File: config.mk
export PLATFORM = sky130hd
export DESIGN_NAME = stx_etx_keypad_reply_parser
export DESIGN_NICKNAME = d
export VERILOG_FILES = /design/src/rtl/core/skpr_pkg.sv /design/src/rtl/core/stx_etx_keypad_reply_parser.sv /design/src/rtl/core/skpr_ctrl.sv /design/src/rtl/core/skpr_datapath.sv
export VERILOG_INCLUDE_DIRS = /design/src /design/src/rtl/core
export SDC_FILE = /design/constraint.sdc
export NUM_CORES = 1
export LEC_CHECK = 0
export BUFFER_PORTS_ARGS = -buffer_cell sky130_fd_sc_hd__clkbuf_2
export CORE_MARGIN = 5
export CORE_UTILIZATION = 41
export CTS_CLUSTER_DIAMETER = 80
export DETAILED_ROUTE_END_ITERATION = 10
export SLEW_MARGIN = 30
export SYNTH_ARGS = -nofsm -noshare
export SYNTH_HDL_FRONTEND = slang
export SYNTH_SLANG_ARGS = --single-unit
File: constraint.sdc
create_clock -name clk_i -period 3.5 [get_ports clk_i]
set_clock_uncertainty 0.1 [all_clocks]
set_input_delay 0.175 -clock clk_i [delete_from_list [all_inputs] [get_ports clk_i]]
set_output_delay 0.175 -clock clk_i [all_outputs]
set_load 0.01 [all_outputs]
File: src/rtl/core/stx_etx_keypad_reply_parser_macros.svh
// Assertion macros for the STX/ETX keypad reply parser.
`ifndef STX_ETX_KEYPAD_REPLY_PARSER_MACROS_SVH
`define STX_ETX_KEYPAD_REPLY_PARSER_MACROS_SVH
`ifndef SYNTHESIS
// Same-cycle implication, sampled on clk_i, off during reset.
`define SKPR_ASSERT_IMP(lbl, ante, cons) \
  lbl: assert property (@(posedge clk_i) disable iff (!rst_ni) (ante) |-> (cons)) \
    else $error("assertion failed");
// Next-cycle implication, sampled on clk_i, off during reset.
`define SKPR_ASSERT_NXT(lbl, ante, cons) \
  lbl: assert property (@(posedge clk_i) disable iff (!rst_ni) (ante) |=> (cons)) \
    else $error("assertion failed");
`else
`define SKPR_ASSERT_IMP(lbl, ante, cons)
`define SKPR_ASSERT_NXT(lbl, ante, cons)
`endif
`endif

File: src/rtl/core/skpr_pkg.sv
// Shared types and constants of the STX/ETX keypad reply parser.
package skpr_pkg;

  localparam logic [7:0] CH_STX   = 8'h02;
  localparam logic [7:0] CH_ETX   = 8'h03;
  localparam logic [7:0] CH_COLON = 8'h3A;
  localparam logic [7:0] CH_NUL   = 8'h00;
  localparam int unsigned MIN_DATA = 4;

  localparam logic ACT_BYTE    = 1'b0;
  localparam logic ACT_TIMEOUT = 1'b1;

  localparam logic KIND_TAG  = 1'b0;
  localparam logic KIND_CODE = 1'b1;

  // Controller to datapath.
  typedef struct packed {
    logic take_data;   // store the accepted byte as frame data
    logic clear_frame; // drop all frame state
    logic idx_clr;     // restart the emit index
    logic idx_inc;     // advance the emit index
    logic load;        // load one result beat into the output register
    logic sel_code;    // emit from the code buffer, else from the tag window
    logic last_frame;  // loaded beat closes the frame
  } cmd_t;

  // Datapath to controller.
  typedef struct packed {
    logic is_stx;
    logic is_etx;
    logic is_timeout;
    logic long_enough; // more than MIN_DATA data bytes
    logic tag_ok;      // full tag window
    logic code_ok;     // code length within range
    logic idx_last;    // emit index on the last byte of the message
    logic out_free;    // output register can take a beat
  } stat_t;

endpackage

File: src/rtl/core/stx_etx_keypad_reply_parser.sv
// Top level of the STX/ETX keypad reply parser.
//
// Input stream: one beat per serial event. tuser = action (0 byte, 1 receive
// timeout), tdata = received byte. Bytes before STX are skipped; after STX
// every byte other than STX/ETX is frame data. ETX or a timeout closes the
// frame; the check byte after ETX is swallowed.
// Output stream: one beat per payload byte. The tag message (last TAG_BYTES
// bytes of the first field) comes first, then the code message (second
// field, 1 to CODE_MAX bytes). tlast marks the final beat of the frame.
// Timing: the closing beat starts a burst; the emit sequencer then loads the
// results into the output register, one beat per cycle while the sink is
// ready, TAG_BYTES + CODE_MAX beats at most. During the burst s_axis_tready_o
// is low; it rises when the last beat is loaded into the output register, so
// the next event is taken while that beat waits. A stalled sink holds the
// burst, the emit sequencer waiting on the output register. Reset clears the
// phase, counters and output valid; the byte buffers are filled only by frame
// data and need no clearing.
module stx_etx_keypad_reply_parser #(
  parameter int unsigned BUFFER_BYTES = 64,
  parameter int unsigned TAG_BYTES    = 8,
  parameter int unsigned CODE_MAX     = 8
) (
  input  logic        clk_i,
  input  logic        rst_ni,
  input  logic        s_axis_tvalid_i,
  output logic        s_axis_tready_o,
  input  logic [7:0]  s_axis_tdata_i,  // [7:0] rx_byte
  input  logic        s_axis_tuser_i,  // [0] action
  output logic        m_axis_tvalid_o,
  input  logic        m_axis_tready_i,
  output logic [15:0] m_axis_tdata_o,  // [7:0] payload_byte, [8] last_of_message, zero pad
  output logic [1:0]  m_axis_tuser_o,  // [0] message_kind, [1] overflowed
  output logic        m_axis_tlast_o   // last_of_frame
);
  import skpr_pkg::*;

  cmd_t       cmd;
  stat_t      stat;
  logic       kind;
  logic [7:0] pay;
  logic       last_msg;
  logic       ovf;

  skpr_ctrl u_ctrl (
    .clk_i      (clk_i),
    .rst_ni     (rst_ni),
    .in_valid_i (s_axis_tvalid_i),
    .in_ready_o (s_axis_tready_o),
    .stat_i     (stat),
    .cmd_o      (cmd)
  );

  skpr_datapath #(
    .BUFFER_BYTES (BUFFER_BYTES),
    .TAG_BYTES    (TAG_BYTES),
    .CODE_MAX     (CODE_MAX)
  ) u_datapath (
    .clk_i             (clk_i),
    .rst_ni            (rst_ni),
    .action_i          (s_axis_tuser_i),
    .rx_byte_i         (s_axis_tdata_i),
    .cmd_i             (cmd),
    .stat_o            (stat),
    .out_ready_i       (m_axis_tready_i),
    .out_valid_o       (m_axis_tvalid_o),
    .message_kind_o    (kind),
    .payload_byte_o    (pay),
    .last_of_message_o (last_msg),
    .last_of_frame_o   (m_axis_tlast_o),
    .overflowed_o      (ovf)
  );

  assign m_axis_tdata_o = {7'b0, last_msg, pay};
  assign m_axis_tuser_o = {ovf, kind};

`include "stx_etx_keypad_reply_parser_macros.svh"

  // Frame end always closes a message too.
  `SKPR_ASSERT_IMP(a_frame_end_ends_msg, m_axis_tvalid_o && m_axis_tlast_o, m_axis_tdata_o[8])
  // Within a burst the next beat follows the taken one without a gap.
  `SKPR_ASSERT_NXT(a_burst_no_gap, m_axis_tvalid_o && m_axis_tready_i && !m_axis_tlast_o, m_axis_tvalid_o)
  // Overflow status is one value for all beats of a frame.
  `SKPR_ASSERT_NXT(a_ovf_per_frame, m_axis_tvalid_o && m_axis_tready_i && !m_axis_tlast_o, $stable(m_axis_tuser_o[1]))

endmodule

File: src/rtl/core/skpr_ctrl.sv
// Frame phase and result sequencing controller.
module skpr_ctrl (
  input  logic           clk_i,
  input  logic           rst_ni,
  input  logic           in_valid_i,
  output logic           in_ready_o,
  input  skpr_pkg::stat_t stat_i,
  output skpr_pkg::cmd_t  cmd_o
);
  import skpr_pkg::*;

  typedef enum logic [1:0] {PH_IDLE, PH_DATA, PH_CHECK} phase_e;
  typedef enum logic [1:0] {S_RUN, S_TAG, S_CODE} state_e;

  phase_e phase_q, phase_d;
  state_e state_q, state_d;
  logic   in_fire;
  logic   finish;

  assign in_ready_o = (state_q == S_RUN);
  assign in_fire    = in_valid_i && in_ready_o;

  always_comb begin
    cmd_o          = '0;
    cmd_o.sel_code = (state_q == S_CODE);
    phase_d        = phase_q;
    state_d        = state_q;
    finish         = 1'b0;

    if (in_fire) begin
      if (phase_q == PH_CHECK) begin
        phase_d = PH_IDLE;          // check byte swallowed
      end else if (stat_i.is_timeout) begin
        phase_d = PH_IDLE;
        finish  = 1'b1;
      end else if (stat_i.is_stx) begin
        phase_d = PH_DATA;
      end else if (stat_i.is_etx) begin
        phase_d = PH_CHECK;
        finish  = 1'b1;
      end else if (phase_q == PH_DATA) begin
        cmd_o.take_data = 1'b1;
      end
    end

    if (finish) begin
      if (stat_i.long_enough && stat_i.tag_ok) begin
        state_d       = S_TAG;
        cmd_o.idx_clr = 1'b1;
      end else if (stat_i.long_enough && stat_i.code_ok) begin
        state_d       = S_CODE;
        cmd_o.idx_clr = 1'b1;
      end else begin
        cmd_o.clear_frame = 1'b1;
      end
    end

    case (state_q)
      S_TAG: begin
        if (stat_i.out_free) begin
          cmd_o.load       = 1'b1;
          cmd_o.last_frame = stat_i.idx_last && !stat_i.code_ok;
          if (stat_i.idx_last) begin
            if (stat_i.code_ok) begin
              state_d       = S_CODE;
              cmd_o.idx_clr = 1'b1;
            end else begin
              state_d           = S_RUN;
              cmd_o.clear_frame = 1'b1;
            end
          end else begin
            cmd_o.idx_inc = 1'b1;
          end
        end
      end
      S_CODE: begin
        if (stat_i.out_free) begin
          cmd_o.load       = 1'b1;
          cmd_o.last_frame = stat_i.idx_last;
          if (stat_i.idx_last) begin
            state_d           = S_RUN;
            cmd_o.clear_frame = 1'b1;
          end else begin
            cmd_o.idx_inc = 1'b1;
          end
        end
      end
      default: ;
    endcase
  end

  always_ff @(posedge clk_i or negedge rst_ni) begin
    if (!rst_ni) begin
      phase_q <= PH_IDLE;
      state_q <= S_RUN;
    end else begin
      phase_q <= phase_d;
      state_q <= state_d;
    end
  end

endmodule

File: src/rtl/core/skpr_datapath.sv
// Frame buffers, field splitter and output register.
module skpr_datapath #(
  parameter int unsigned BUFFER_BYTES = 64,
  parameter int unsigned TAG_BYTES    = 8,
  parameter int unsigned CODE_MAX     = 8
) (
  input  logic            clk_i,
  input  logic            rst_ni,
  input  logic            action_i,
  input  logic [7:0]      rx_byte_i,
  input  skpr_pkg::cmd_t  cmd_i,
  output skpr_pkg::stat_t stat_o,
  input  logic            out_ready_i,
  output logic            out_valid_o,
  output logic            message_kind_o,
  output logic [7:0]      payload_byte_o,
  output logic            last_of_message_o,
  output logic            last_of_frame_o,
  output logic            overflowed_o
);
  import skpr_pkg::*;

  localparam int unsigned CNT_W = $clog2(BUFFER_BYTES);
  localparam int unsigned MAXN  = (TAG_BYTES > CODE_MAX) ? TAG_BYTES : CODE_MAX;
  localparam int unsigned LW    = $clog2(MAXN + 2);
  localparam int unsigned TI_W  = (TAG_BYTES > 1) ? $clog2(TAG_BYTES) : 1;
  localparam int unsigned CI_W  = (CODE_MAX > 1) ? $clog2(CODE_MAX) : 1;

  logic [CNT_W-1:0] count_q;
  logic [1:0]       field_q;
  logic [LW-1:0]    tag_len_q;
  logic [LW-1:0]    code_len_q;
  logic             text_end_q;
  logic             ovf_q;
  logic [LW-1:0]    idx_q;

  logic [7:0] tag_win_q  [TAG_BYTES];
  logic [7:0] code_buf_q [CODE_MAX];

  logic       out_valid_q;
  logic       kind_q;
  logic [7:0] byte_q;
  logic       last_msg_q;
  logic       last_frame_q;
  logic       out_ovf_q;

  logic       full;
  logic       idx_last;
  logic [7:0] rd_byte;

  assign full = (count_q >= CNT_W'(BUFFER_BYTES - 1));

  assign idx_last = cmd_i.sel_code ? ((idx_q + LW'(1)) == code_len_q)
                                   : (idx_q == LW'(TAG_BYTES - 1));
  assign rd_byte  = cmd_i.sel_code ? code_buf_q[idx_q[CI_W-1:0]]
                                   : tag_win_q[idx_q[TI_W-1:0]];

  always_comb begin
    stat_o.is_stx      = (rx_byte_i == CH_STX);
    stat_o.is_etx      = (rx_byte_i == CH_ETX);
    stat_o.is_timeout  = (action_i == ACT_TIMEOUT);
    stat_o.long_enough = (count_q > CNT_W'(MIN_DATA));
    stat_o.tag_ok      = (tag_len_q >= LW'(TAG_BYTES));
    stat_o.code_ok     = (code_len_q != '0) && (code_len_q <= LW'(CODE_MAX));
    stat_o.idx_last    = idx_last;
    stat_o.out_free    = !out_valid_q || out_ready_i;
  end

  // Frame control state.
  always_ff @(posedge clk_i or negedge rst_ni) begin
    if (!rst_ni) begin
      count_q    <= '0;
      field_q    <= '0;
      tag_len_q  <= '0;
      code_len_q <= '0;
      text_end_q <= 1'b0;
      ovf_q      <= 1'b0;
    end else if (cmd_i.clear_frame) begin
      count_q    <= '0;
      field_q    <= '0;
      tag_len_q  <= '0;
      code_len_q <= '0;
      text_end_q <= 1'b0;
      ovf_q      <= 1'b0;
    end else if (cmd_i.take_data) begin
      if (full) begin
        ovf_q <= 1'b1;
      end else begin
        count_q <= count_q + CNT_W'(1);
        if (!text_end_q) begin
          if (rx_byte_i == CH_NUL) begin
            text_end_q <= 1'b1;
          end else if (rx_byte_i == CH_COLON) begin
            if (field_q != 2'd3) field_q <= field_q + 2'd1;
          end else if (field_q == 2'd0) begin
            if (tag_len_q < LW'(TAG_BYTES)) tag_len_q <= tag_len_q + LW'(1);
          end else if (field_q == 2'd1) begin
            if (code_len_q <= LW'(CODE_MAX)) code_len_q <= code_len_q + LW'(1);
          end
        end
      end
    end
  end

  // Tag window and code buffer, payload only.
  always_ff @(posedge clk_i) begin
    if (cmd_i.take_data && !full && !text_end_q && (rx_byte_i != CH_NUL) &&
        (rx_byte_i != CH_COLON)) begin
      if (field_q == 2'd0) begin
        for (int i = 0; i < int'(TAG_BYTES) - 1; i++) begin
          tag_win_q[i] <= tag_win_q[i+1];
        end
        tag_win_q[TAG_BYTES-1] <= rx_byte_i;
      end else if ((field_q == 2'd1) && (code_len_q < LW'(CODE_MAX))) begin
        code_buf_q[code_len_q[CI_W-1:0]] <= rx_byte_i;
      end
    end
  end

  // Emit index.
  always_ff @(posedge clk_i or negedge rst_ni) begin
    if (!rst_ni) begin
      idx_q <= '0;
    end else if (cmd_i.idx_clr) begin
      idx_q <= '0;
    end else if (cmd_i.idx_inc) begin
      idx_q <= idx_q + LW'(1);
    end
  end

  // Output register.
  always_ff @(posedge clk_i or negedge rst_ni) begin
    if (!rst_ni) begin
      out_valid_q <= 1'b0;
    end else if (cmd_i.load) begin
      out_valid_q <= 1'b1;
    end else if (out_ready_i) begin
      out_valid_q <= 1'b0;
    end
  end

  always_ff @(posedge clk_i) begin
    if (cmd_i.load) begin
      kind_q       <= cmd_i.sel_code ? KIND_CODE : KIND_TAG;
      byte_q       <= rd_byte;
      last_msg_q   <= idx_last;
      last_frame_q <= cmd_i.last_frame;
      out_ovf_q    <= ovf_q;
    end
  end

  assign out_valid_o       = out_valid_q;
  assign message_kind_o    = kind_q;
  assign payload_byte_o    = byte_q;
  assign last_of_message_o = last_msg_q;
  assign last_of_frame_o   = last_frame_q;
  assign overflowed_o      = out_ovf_q;

endmodule

Word level (Yosys, flattened, before mapping)

Memory sizes are Yosys's and may differ from the RTL's.
Index checks and enable logic that the tools add are counted.

Add/subtract/negate cells: 5
Multiply operators: 0
Divide/modulo/power cells: 0
$lt $le $gt $ge: 6
Equality and inequality tests: 17
Shift operators: 0
Muxes and demuxes: 92
Bitwise operators: 0
Reductions and logical operators: 37

Operators with widths:

| cell                  | number |
|---|---|
| $mux W4               | 20 |
| $mux W2               | 22 |
| $mux W1               | 42 |
| $reduce_bool A2 Y1    | 10 |
| $mux W6               | 3 |
| $eq A8 B2 Y1 const B  | 2 |
| $add A4 B1 Y4 const B | 3 |
| $ne A2 B2 Y1 const B  | 6 |
| $logic_and A1 B1 Y1   | 10 |
| $eq A8 B6 Y1 const B  | 1 |
| $logic_not A8 Y1      | 1 |
| $lt A4 B4 Y1 const B  | 2 |
| $mux W8               | 1 |
| $ne A8 B6 Y1 const B  | 1 |
| $pmux W2 S2           | 2 |
| $reduce_and A8 Y1     | 1 |
| $reduce_bool A4 Y1    | 2 |
| $reduce_bool A8 Y1    | 1 |
| $reduce_and A7 Y1     | 1 |
| $add A6 B1 Y6 const B | 1 |
| $eq A2 B1 Y1 const B  | 3 |
| $ge A6 B6 Y1 const B  | 1 |
| $gt A6 B3 Y1 const B  | 1 |
| $reduce_and A2 Y1     | 3 |
| 11 further kinds      | 17 |

Bits in registers: 39
Bits in latches: 0
Bits in writable memories: 128
Bits in read-only memories: 0
Input port bits: 13
Output and inout port bits: 21
Word-level logic and storage cells: 174
Memories kept: 2

Memories:

| memory                | depth | width | rd ports | clocked after memory_dff | wr ports | line                | RTL |
|---|---|---|---|---|---|---|---|
| u_datapath.code_buf_q | 8     | 8     | 1        | 0                        | 1        | skpr_datapath.sv:38 | `logic [7:0] code_buf_q [CODE_MAX];` |
| u_datapath.tag_win_q  | 8     | 8     | 8        | 0                        | 8        | skpr_datapath.sv:37 | `logic [7:0] tag_win_q [TAG_BYTES];` |

Depth between registers and ports, before layout

Gate-level depths: netlist of the first run.

Depth in word-level cells: 13
Mapped depth: 9

Cells and area by module

Synthesis of the first run repeated with hierarchy kept, for this count alone.

Cells, all modules: 476
Area, all modules: 7,395.8 um^2

Modules (own cells, without submodules):

| module                      | times used | cells an instance | area each (um^2) |
|---|---|---|---|
| skpr_datapath               | 1          | 419               | 6,952.9 |
| skpr_ctrl                   | 1          | 46                | 364.1 |
| stx_etx_keypad_reply_parser | 1          | 11                | 78.8 |

Worst setup path before layout of the first run

Ideal clock, no wire load.

Kind: register to register
Start: reg u_ctrl.state_q[0]
End: mem u_datapath.tag_win_q[0][0] (enable)
Setup time: 0.429 ns
Data arrival time: 3.171 ns
Required time: 2.971 ns
Setup slack: -0.200 ns
Cell stages (with the launch flop): 9
Period minus slack after synthesis: 3.700 ns
Path through: dfrtp_1 > inv_1 > ha_1 > nand2_1 > nor4_4 > and4b_1 > buf_2 > buf_2 > and3_1

RTL lines:

| item                   | line                | RTL |
|---|---|---|
| from (decl)            | skpr_ctrl.sv:16     | `state_e state_q, state_d;` |
| from (signal assigned) | skpr_ctrl.sv:98     | `state_q <= state_d;` |
| to (decl)              | skpr_datapath.sv:37 |  |

==> metrics.md, run 1 <==
| Metric | Value |
|---|---|
| Post-CTS setup buffers | `0` |
| Vias in the first global route | `3904` |
| Sequential element share of the synthesized area | `0.678` |
| Iteration-0 DRC Markers | `254` |
| DRT Pass-1 Iters | `4` |
| Total Routed Length | `between 10000 and 15000 microns` |
| Core ar. | `0.0172 sq mm` |
| Period utilization | `0.844` |
| Die outline area | `0.0203 sq mm` |
| Starting density of the core | `0.417` |
| Layout area overhead | `13.1%` |
| Min Clock Period, post-route | `between 2 and 3 ns` |
| FF-to-FF setup slack | `0.55 ns` |
| PortBufs | `26` |
| Antenna viol nets, final | `0` |
| Ys flop type | `edfxtp_1` |
| CP bufs+invs | `2` |
| Placed cell count | `668` |
| Pwr/cell area | `~500 mW/mm^2` |
| Leak | `2.78 nW` |
| Slowest CP cell | `and3_2` |
| DR vias | `3844` |
| Grt total ovfl | `0` |
| Post-synth top area share | `0.585` |
| Worst VDD drop | `0.349 mV` |
| Antenna diode count | `0` |
| Gr usage total | `0.141` |
| Sink Count | `167` |
| Placed Instance Area | `0.00759 sq mm` |
| Final nets | `491` |
| Post-synthesis cell count | `approximately 420` |
| Drt wl/cell | `19.2 microns` |
| Slowest stage delay, CP | `0.56 ns` |
| Vias per cell | `5.48` |
| Kind of critical path | `reg2reg` |
| Synth Warn # | `0` |
| Worst-margin pin slew | `0.746 ns` |
| RSZ-0062 raised after global routing | `no` |
| Cell variety after synth | `54` |
| Overall power | `around 4 mW` |
| Clk root buf | `clkbuf_16` |
| Mean area per synthesized cell | `roughly 17 sq um` |
| R2r startpoint | `u_ctrl.state_q[0]$_DFF_PN0_` |
| Met2 GRT Util | `0.218` |
| Rows | `48` |
| Post-synth EDFFs | `140` |
| Synth top area cells | `edfxtp_1 58%, mux4_2 13%, dfrtp_1 9.4%` |
| Fin Setup TNS | `0 ns` |
| DRC violations left | `0` |
| Slew margin rel. | `0.501` |
| MaxCap Viol Count | `0` |
| Worst Path Required | `roughly 3.5 ns` |
| Max Fclk | `339 MHz` |
| Worst Min Path Start | `s_axis_tdata_i[2]` |
| CP delay by family, top | `simple AND/OR/NAND/NOR gates` |
| Status | `finished clean` |
| Global route hottest layer | `met2` |
| Routability cong. | `0.765` |
| Final Instance Count excl. Fillers | `approximately 700` |
| Die height | `142 microns` |
| Met1 Use GR | `0.198` |
| Max Slew Vio Count | `0` |
| CTS tree | `done` |
| Final Cell Area | `0.00814 sq mm` |
| H-tree depth | `4` |
| Initial antenna violation count | `0` |
| Final Hold Viols | `0` |
| Hold/Removal Path Class | `in2reg` |
| Critical path endpoint category | `flip-flop` |
| Num CTS Buffers | `17` |
| Critical path peak fanout | `40` |
| Critical Path AT | `2.96 ns` |
| M3 GR Usage | `0.0329` |
| Largest net degree at the start of global routing | `41` |
| Worst skew pair latency | `0.42 ns` |
| Layout cells sized above 1 | `0.252` |
| Synth async-reset ratio | `0.162` |
| Area of the mapped netlist | `0.00719 sq mm` |
| Yosys reg bits | `167` |
| Crit path launch | `u_ctrl.state_q[0]$_DFF_PN0_` |
| CP Launch Type | `flip-flop` |
| First-pass GRT wire length | `21900 microns` |
| Die width | `approximately 140 microns` |
| Number of setup violations in the final report | `0` |
| Util after Layout | `0.472` |
| I/O pin count | `34` |
| Leading area contributor after synthesis | `edfxtp_1` |
| Clock Path Buffers | `2` |
| DPL Wire Length | `about 9000 microns` |
| Worst-path clk slew | `0.06 ns` |
| Critical-path cell list | `inv_1, ha_1, nand2_1, nor4_4, and4b_1, and3_2, buf_12` |
[synth_stat cells (4+ instances only)]
cell type,number
buf_2,8
nor3_1,6
a22oi_1,9
o31ai_1,5
dfrtp_1,27
clkbuf_1,6
or4_1,4
nand3_1,20
nand4_1,4
nor2_1,12
nand2b_1,5
ha_1,13
a21o_1,4
nand2_1,13
mux4_2,40
xnor2_1,6
inv_1,17
edfxtp_1,140
xor2_1,4
buf_4,13
o21ai_0,11
a21oi_1,14
[flip-flops by register name, summed over array words and instances (netlist names), 2 cells and up]
register / count
u_datapath.payload_byte_o: 8
u_datapath.count_q: 6
u_datapath.code_len_q: 4
u_datapath.tag_len_q: 4
u_datapath.tag_win_q: 64
u_datapath.code_buf_q: 64
u_datapath.idx_q: 4
u_ctrl.state_q: 2
u_ctrl.phase_q: 2
u_datapath.field_q: 2
[final timing paths]
check / endpoint / cells past startpoint
hold / removal: u_datapath.code_buf_q[2][2]$_DFFE_PP_ / 1
max in group asynchronous: u_datapath.idx_q[0]$_DFFE_PN0P_ / 2
hold reg to reg: u_datapath.tag_win_q[0][6]$_DFFE_PP_ / 0
setup / recovery: u_datapath.tag_win_q[5][3]$_DFFE_PP_ / 7
setup reg to reg: u_datapath.tag_win_q[5][3]$_DFFE_PP_ / 7
min in group asynchronous: u_datapath.idx_q[1]$_DFFE_PN0P_ / 2
[area by class of cell]
type,count,area (sq um)
well taps,225,282
repair buffers,45,293
inverters,20,75.1
flip-flops and latches,167,4880
multi-input cells,214,2090
fillers,1439,9100
clock buffers,20,437
clock inverters,11,83.8
[cell usage in the layout (no fill, tap or decap), drive strengths merged, types with 9 or more instances in the layout]
| cell type | synthesis | final |
|---|---|---|
| edfxtp | 140 | 140 |
| clkbuf | 6 | 46 |
| mux4 | 40 | 40 |
| dfrtp | 27 | 27 |
| nand3 | 21 | 21 |
| inv | 20 | 21 |
| buf | 23 | 16 |
| a21oi | 14 | 14 |
| nand2 | 13 | 13 |
| ha | 13 | 13 |
| nor2 | 12 | 12 |
| o21ai | 11 | 11 |
| a22oi | 10 | 10 |
| clkinv | 0 | 9 |
[through the flow]
| step | hold WS (ns) | worst slack (ns) |
|---|---|---|
| 2_1_floorplan | -0.221 | 0.501 |
| 3_3_place_gp | 0.154 | 0.713 |
| 3_5_place_dp | 0.167 | 0.589 |
| 4_1_cts | 0.0170 | 0.573 |
| 5_1_grt | 0.0309 | 0.393 |
| 6_report | 0.0298 | 0.546 |
[metal layers]
| metal | share of wire | wire length [microns] | up-vias |
|---|---|---|---|
| met2 | 0.49 | 6640 | 66 |
| li1 | - | - | 1748 |
| met4 | 0.011 | 146 | 0 |
| met5 | 0 | 0 | - |
| met1 | 0.47 | 6320 | 2018 |
| met3 | 0.027 | 367 | 12 |
[cells by family after synthesis]
group	synth area share
compound gates	0.0597
xor+xnor	0.0122
fa+ha+maj	0.0226
buf+inv	0.0348
flops	0.678
mux	0.127
other cells	0.000521
simple gates	0.0651
[what timing repair did]
| action | in CTS | in global routing |
|---|---|---|
| gates resized for setup | 0 | 0 |
| endpoints found under the hold margin | 30 | 0 |
| hold buffers | 3 | 0 |
[where the power goes]
group | internal [mW] | switching [mW]
clock network | 0.963 | 0.713
logic | 0.0543 | 0.0967
registers | 2.21 | 0.0281
total | 3.23 | 0.838
No activity file was read; power rests on OpenSTA's default activity.
==> run 2, diff against run 1 <==
ABC_AREA = 1   (was not set)
clock period = 2.5 ns   (was 3.5 ns; I/O delays follow)
==> metrics.md, run 2 <==
| Metric | Value |
|---|---|
| Worst Path Required | `2.53 ns (-0.97 ns)` |
| Initial antenna violation count | `0 (unchanged)` |
| Max Slew Vio Count | `0 (unchanged)` |
| Leak | `3.26 nW (+17%)` |
| Worst-margin pin slew | `0.689 ns (-0.0569 ns)` |
| R2R depth | `9 (+2)` |
| Largest net degree at the start of global routing | `65 (+59%)` |
| Clock Path Buffers | `2 (unchanged)` |
| Min Clock Period, post-route | `2.31 ns (-0.640 ns)` |
| Drt wl/cell | `17.3 microns (-10%)` |
| DPL Wire Length | `10400 microns (+16%)` |
| Sink Count | `167 (unchanged)` |
| Commonest non-fill, non-tap cell in the layout | `edfxtp_1` |
| Layout cells sized above 1 | `0.185 (-0.0668)` |
| Critical path endpoint category | `flip-flop` |
| Resize count post-CTS | `0 (unchanged)` |
| Vias in the first global route | `4659 (+19%)` |
| Post-synthesis cell count | `619 (+46%)` |
| Number of setup violations in the final report | `0 (unchanged)` |
| Hold/Removal Path Class | `in2reg` |
| Worst skew pair latency | `0.42 ns (about the same)` |
| Clk root buf | `clkbuf_16` |
| CTS tree | `done` |
| Pwr/cell area | `653 mW/mm^2 (+31%)` |
| Yosys reg bits | `167 (unchanged)` |
| Final Instance Count excl. Fillers | `911 (+30%)` |
| Worst VDD drop | `0.462 mV (+32%)` |
| Most frequent cells after synthesis | `140 x edfxtp_1, 80 x nand2_1, 79 x nor2_1` |
| Antenna viol nets, final | `0 (unchanged)` |
| Die outline area | `0.0209 sq mm (+2.9%)` |
| Num CTS Buffers | `17 (unchanged)` |
| Final Hold Viols | `0 (unchanged)` |
| CP Launch Type | `flip-flop` |
| Total Routed Length | `15700 microns (+17%)` |
| Most frequent cells in the layout | `140 x edfxtp_1, 79 x nand2_1, 78 x nor2_1` |
| Gr usage total | `0.158 (+0.0174)` |
| Area of the mapped netlist | `0.00741 sq mm (+3.1%)` |
| Cell variety after synth | `43 (-20%)` |
| H-tree depth | `4 (unchanged)` |
| Mean area per synthesized cell | `12.0 sq um (-29%)` |
| Layout area overhead | `15.4%` |
| Critical Path AT | `2.35 ns (-0.61 ns)` |
| Synth async-reset ratio | `0.162 (unchanged)` |
| Final Cell Area | `0.00855 sq mm (+5.1%)` |
| I/O pin count | `34 (unchanged)` |
| Placed Instance Area | `0.00790 sq mm (+4.1%)` |
| Rows | `49 (+2.1%)` |
| Count leader, synth | `edfxtp_1` |
| Antenna diode count | `0 (unchanged)` |
| Synth top area cells | `edfxtp_1 57%, dfrtp_1 9.1%, nand2_1 4.0%` |
| First-pass GRT wire length | `25100 microns (+15%)` |
| Synth Warn # | `0 (unchanged)` |
| Critical-path cell list | `ha_2, nand2_1, nor2_1, nand3_1, nand4_4, nor2_4, nand4_1, nor3_1, buf_4` |
| Hold Crit Depth | `2 (+1)` |
| Slowest CP cell | `dfrtp_1` |
| DRT Pass-1 Iters | `5 (+1)` |
| Sequential element share of the synthesized area | `0.658 (-0.0204)` |
| Leading area contributor after synthesis | `edfxtp_1` |
| Slowest stage delay, CP | `0.42 ns (-0.14 ns)` |
| Grt total ovfl | `0 (unchanged)` |
| Post-synth top area share | `0.567 (-0.0176)` |
| Routability cong. | `0.866 (+13%)` |
| Worst-path clk slew | `0.06 ns (about the same)` |
| Core ar. | `0.0179 sq mm (+3.9%)` |
| Kind of critical path | `reg2reg` |
| Die height | `144 microns (+1.4%)` |
| Period utilization | `0.926 (+0.0817)` |
| Final nets | `696 (+42%)` |
| Critical path peak fanout | `8 (-80%)` |
| Status | `finished clean` |
| MaxCap Viol Count | `0 (unchanged)` |
| RSZ-0062 raised after global routing | `no` |
| DRC violations left | `0 (unchanged)` |
| Slew margin rel. | `0.541 (+0.0392)` |
| Vias per cell | `5.25 (-4.1%)` |
| Die width | `144 microns (+1.4%)` |
| Starting density of the core | `0.414 (-0.00307)` |
| Max Fclk | `432 MHz (+28%)` |
| Post-synth EDFFs | `140 (unchanged)` |
| Iteration-0 DRC Markers | `305 (+20%)` |
| DR vias | `4784 (+24%)` |
| PortBufs | `26 (unchanged)` |
| Placed cell count | `868 (+30%)` |
| Ys flop type | `edfxtp_1` |
[run 2: cell types whose count changed after synthesis, moves of 8 or more]
| cell | before | now |
|---|---|---|
| mux2i_1 | 1 | 21 |
| inv_1 | 17 | 39 |
| nand2_1 | 13 | 80 |
| a21oi_1 | 14 | 6 |
| o21ai_0 | 11 | 38 |
| o211ai_1 | 0 | 9 |
| mux4_2 | 40 | 0 |
| a22oi_1 | 9 | 0 |
| nor2_1 | 12 | 79 |
| o221ai_1 | 0 | 21 |
| nor2_2 | 0 | 12 |
| o32ai_1 | 1 | 9 |
[run 2: path summary, 6_finish.rpt]
check	slack [ns]	end	from
worst max-delay path	0.19	u_datapath.code_buf_q[0][1]$_DFFE_PP_	u_datapath.count_q[0]$_DFFE_PN0P_
worst min-delay path	0.02	u_datapath.code_buf_q[1][4]$_DFFE_PP_	s_axis_tdata_i[4]
worst min register to register	0.34	u_datapath.tag_win_q[5][3]$_DFFE_PP_	u_datapath.tag_win_q[6][3]$_DFFE_PP_
max in group asynchronous	1.64	u_datapath.idx_q[1]$_DFFE_PN0P_	rst_ni
min in group asynchronous	0.18	u_datapath.out_valid_o$_DFFE_PN0P_	rst_ni
worst max register to register	0.19	u_datapath.code_buf_q[0][1]$_DFFE_PP_	u_datapath.count_q[0]$_DFFE_PN0P_
[run 2: cells by family after synthesis]
kind of cell               after synthesis  synth area share
and+or+nand+nor                        234             0.143
DFF                                    167             0.658
AOI/OAI and AO/OA                       94            0.0850
buffers and inverters                   82            0.0545
muxes                                   21            0.0283
adders and majority gates               13            0.0219
xor gates and xnor gates                 7           0.00827
other                                    1          0.000506
[run 2: layer usage]
layer | GRT usage | vias to the layer above | wire length (microns)
li1 | - | 2301 | -
met1 | 0.222 | 2350 | 7180
met5 | 0 | - | 0
met3 | 0.0347 | 18 | 758
met2 | 0.250 | 115 | 7610
met4 | 0.0432 | 0 | 196
[run 2: final cells by class]
| type | instances | area [sq um] |
|---|---|---|
| inverters | 45 | 179 |
| well taps | 229 | 287 |
| repair buffers | 63 | 460 |
| flip-flops and latches | 167 | 4880 |
| fillers | 1616 | 9350 |
| clock inverters | 14 | 125 |
| clock buffers | 17 | 425 |
| multi-input cells | 376 | 2190 |
[run 2: critical path: cells and delay by family (launching register included)]
| family | cells | cell delay [ns] |
|---|---|---|
| fa+ha+maj | 1 | 0.19 |
| flops | 1 | 0.42 |
| simple gates | 7 | 1.09 |
| buf+inv | 1 | 0.21 |
[run 2: report_power, final]
part	total (mW)	switching [mW]	leakage (nW)	internal, mW
Sequential	3.01	0.00233	1.63	3.00
Combinational	0.121	0.0874	1.37	0.0335
Clock	2.46	1.09	0.261	1.37
Total	5.58	1.18	3.26	4.41
[run 2: what timing repair did]
action	CTS	global route
setup endpoints to repair	0	16
hold endpoints to repair	48	0
setup buffers	0	6
hold buffers	6	0
[run 2: metrics by stage]
stage | worst slack, ns | TNS (ns) | power [mW] | util | hold slack, ns
floorplan | -0.740 | -47.35 | 3.13 | - | -0.271
global placement | 0.162 | 0 | 3.18 | 0.441 | 0.112
detailed placement | 0.105 | 0 | 3.18 | 0.441 | 0.111
CTS | 0.0246 | 0 | 5.63 | 0.475 | 0.00514
global route | 0.0719 | 0 | 5.77 | 0.478 | 0.0166
finish | 0.186 | 0 | 5.58 | 0.478 | 0.0186
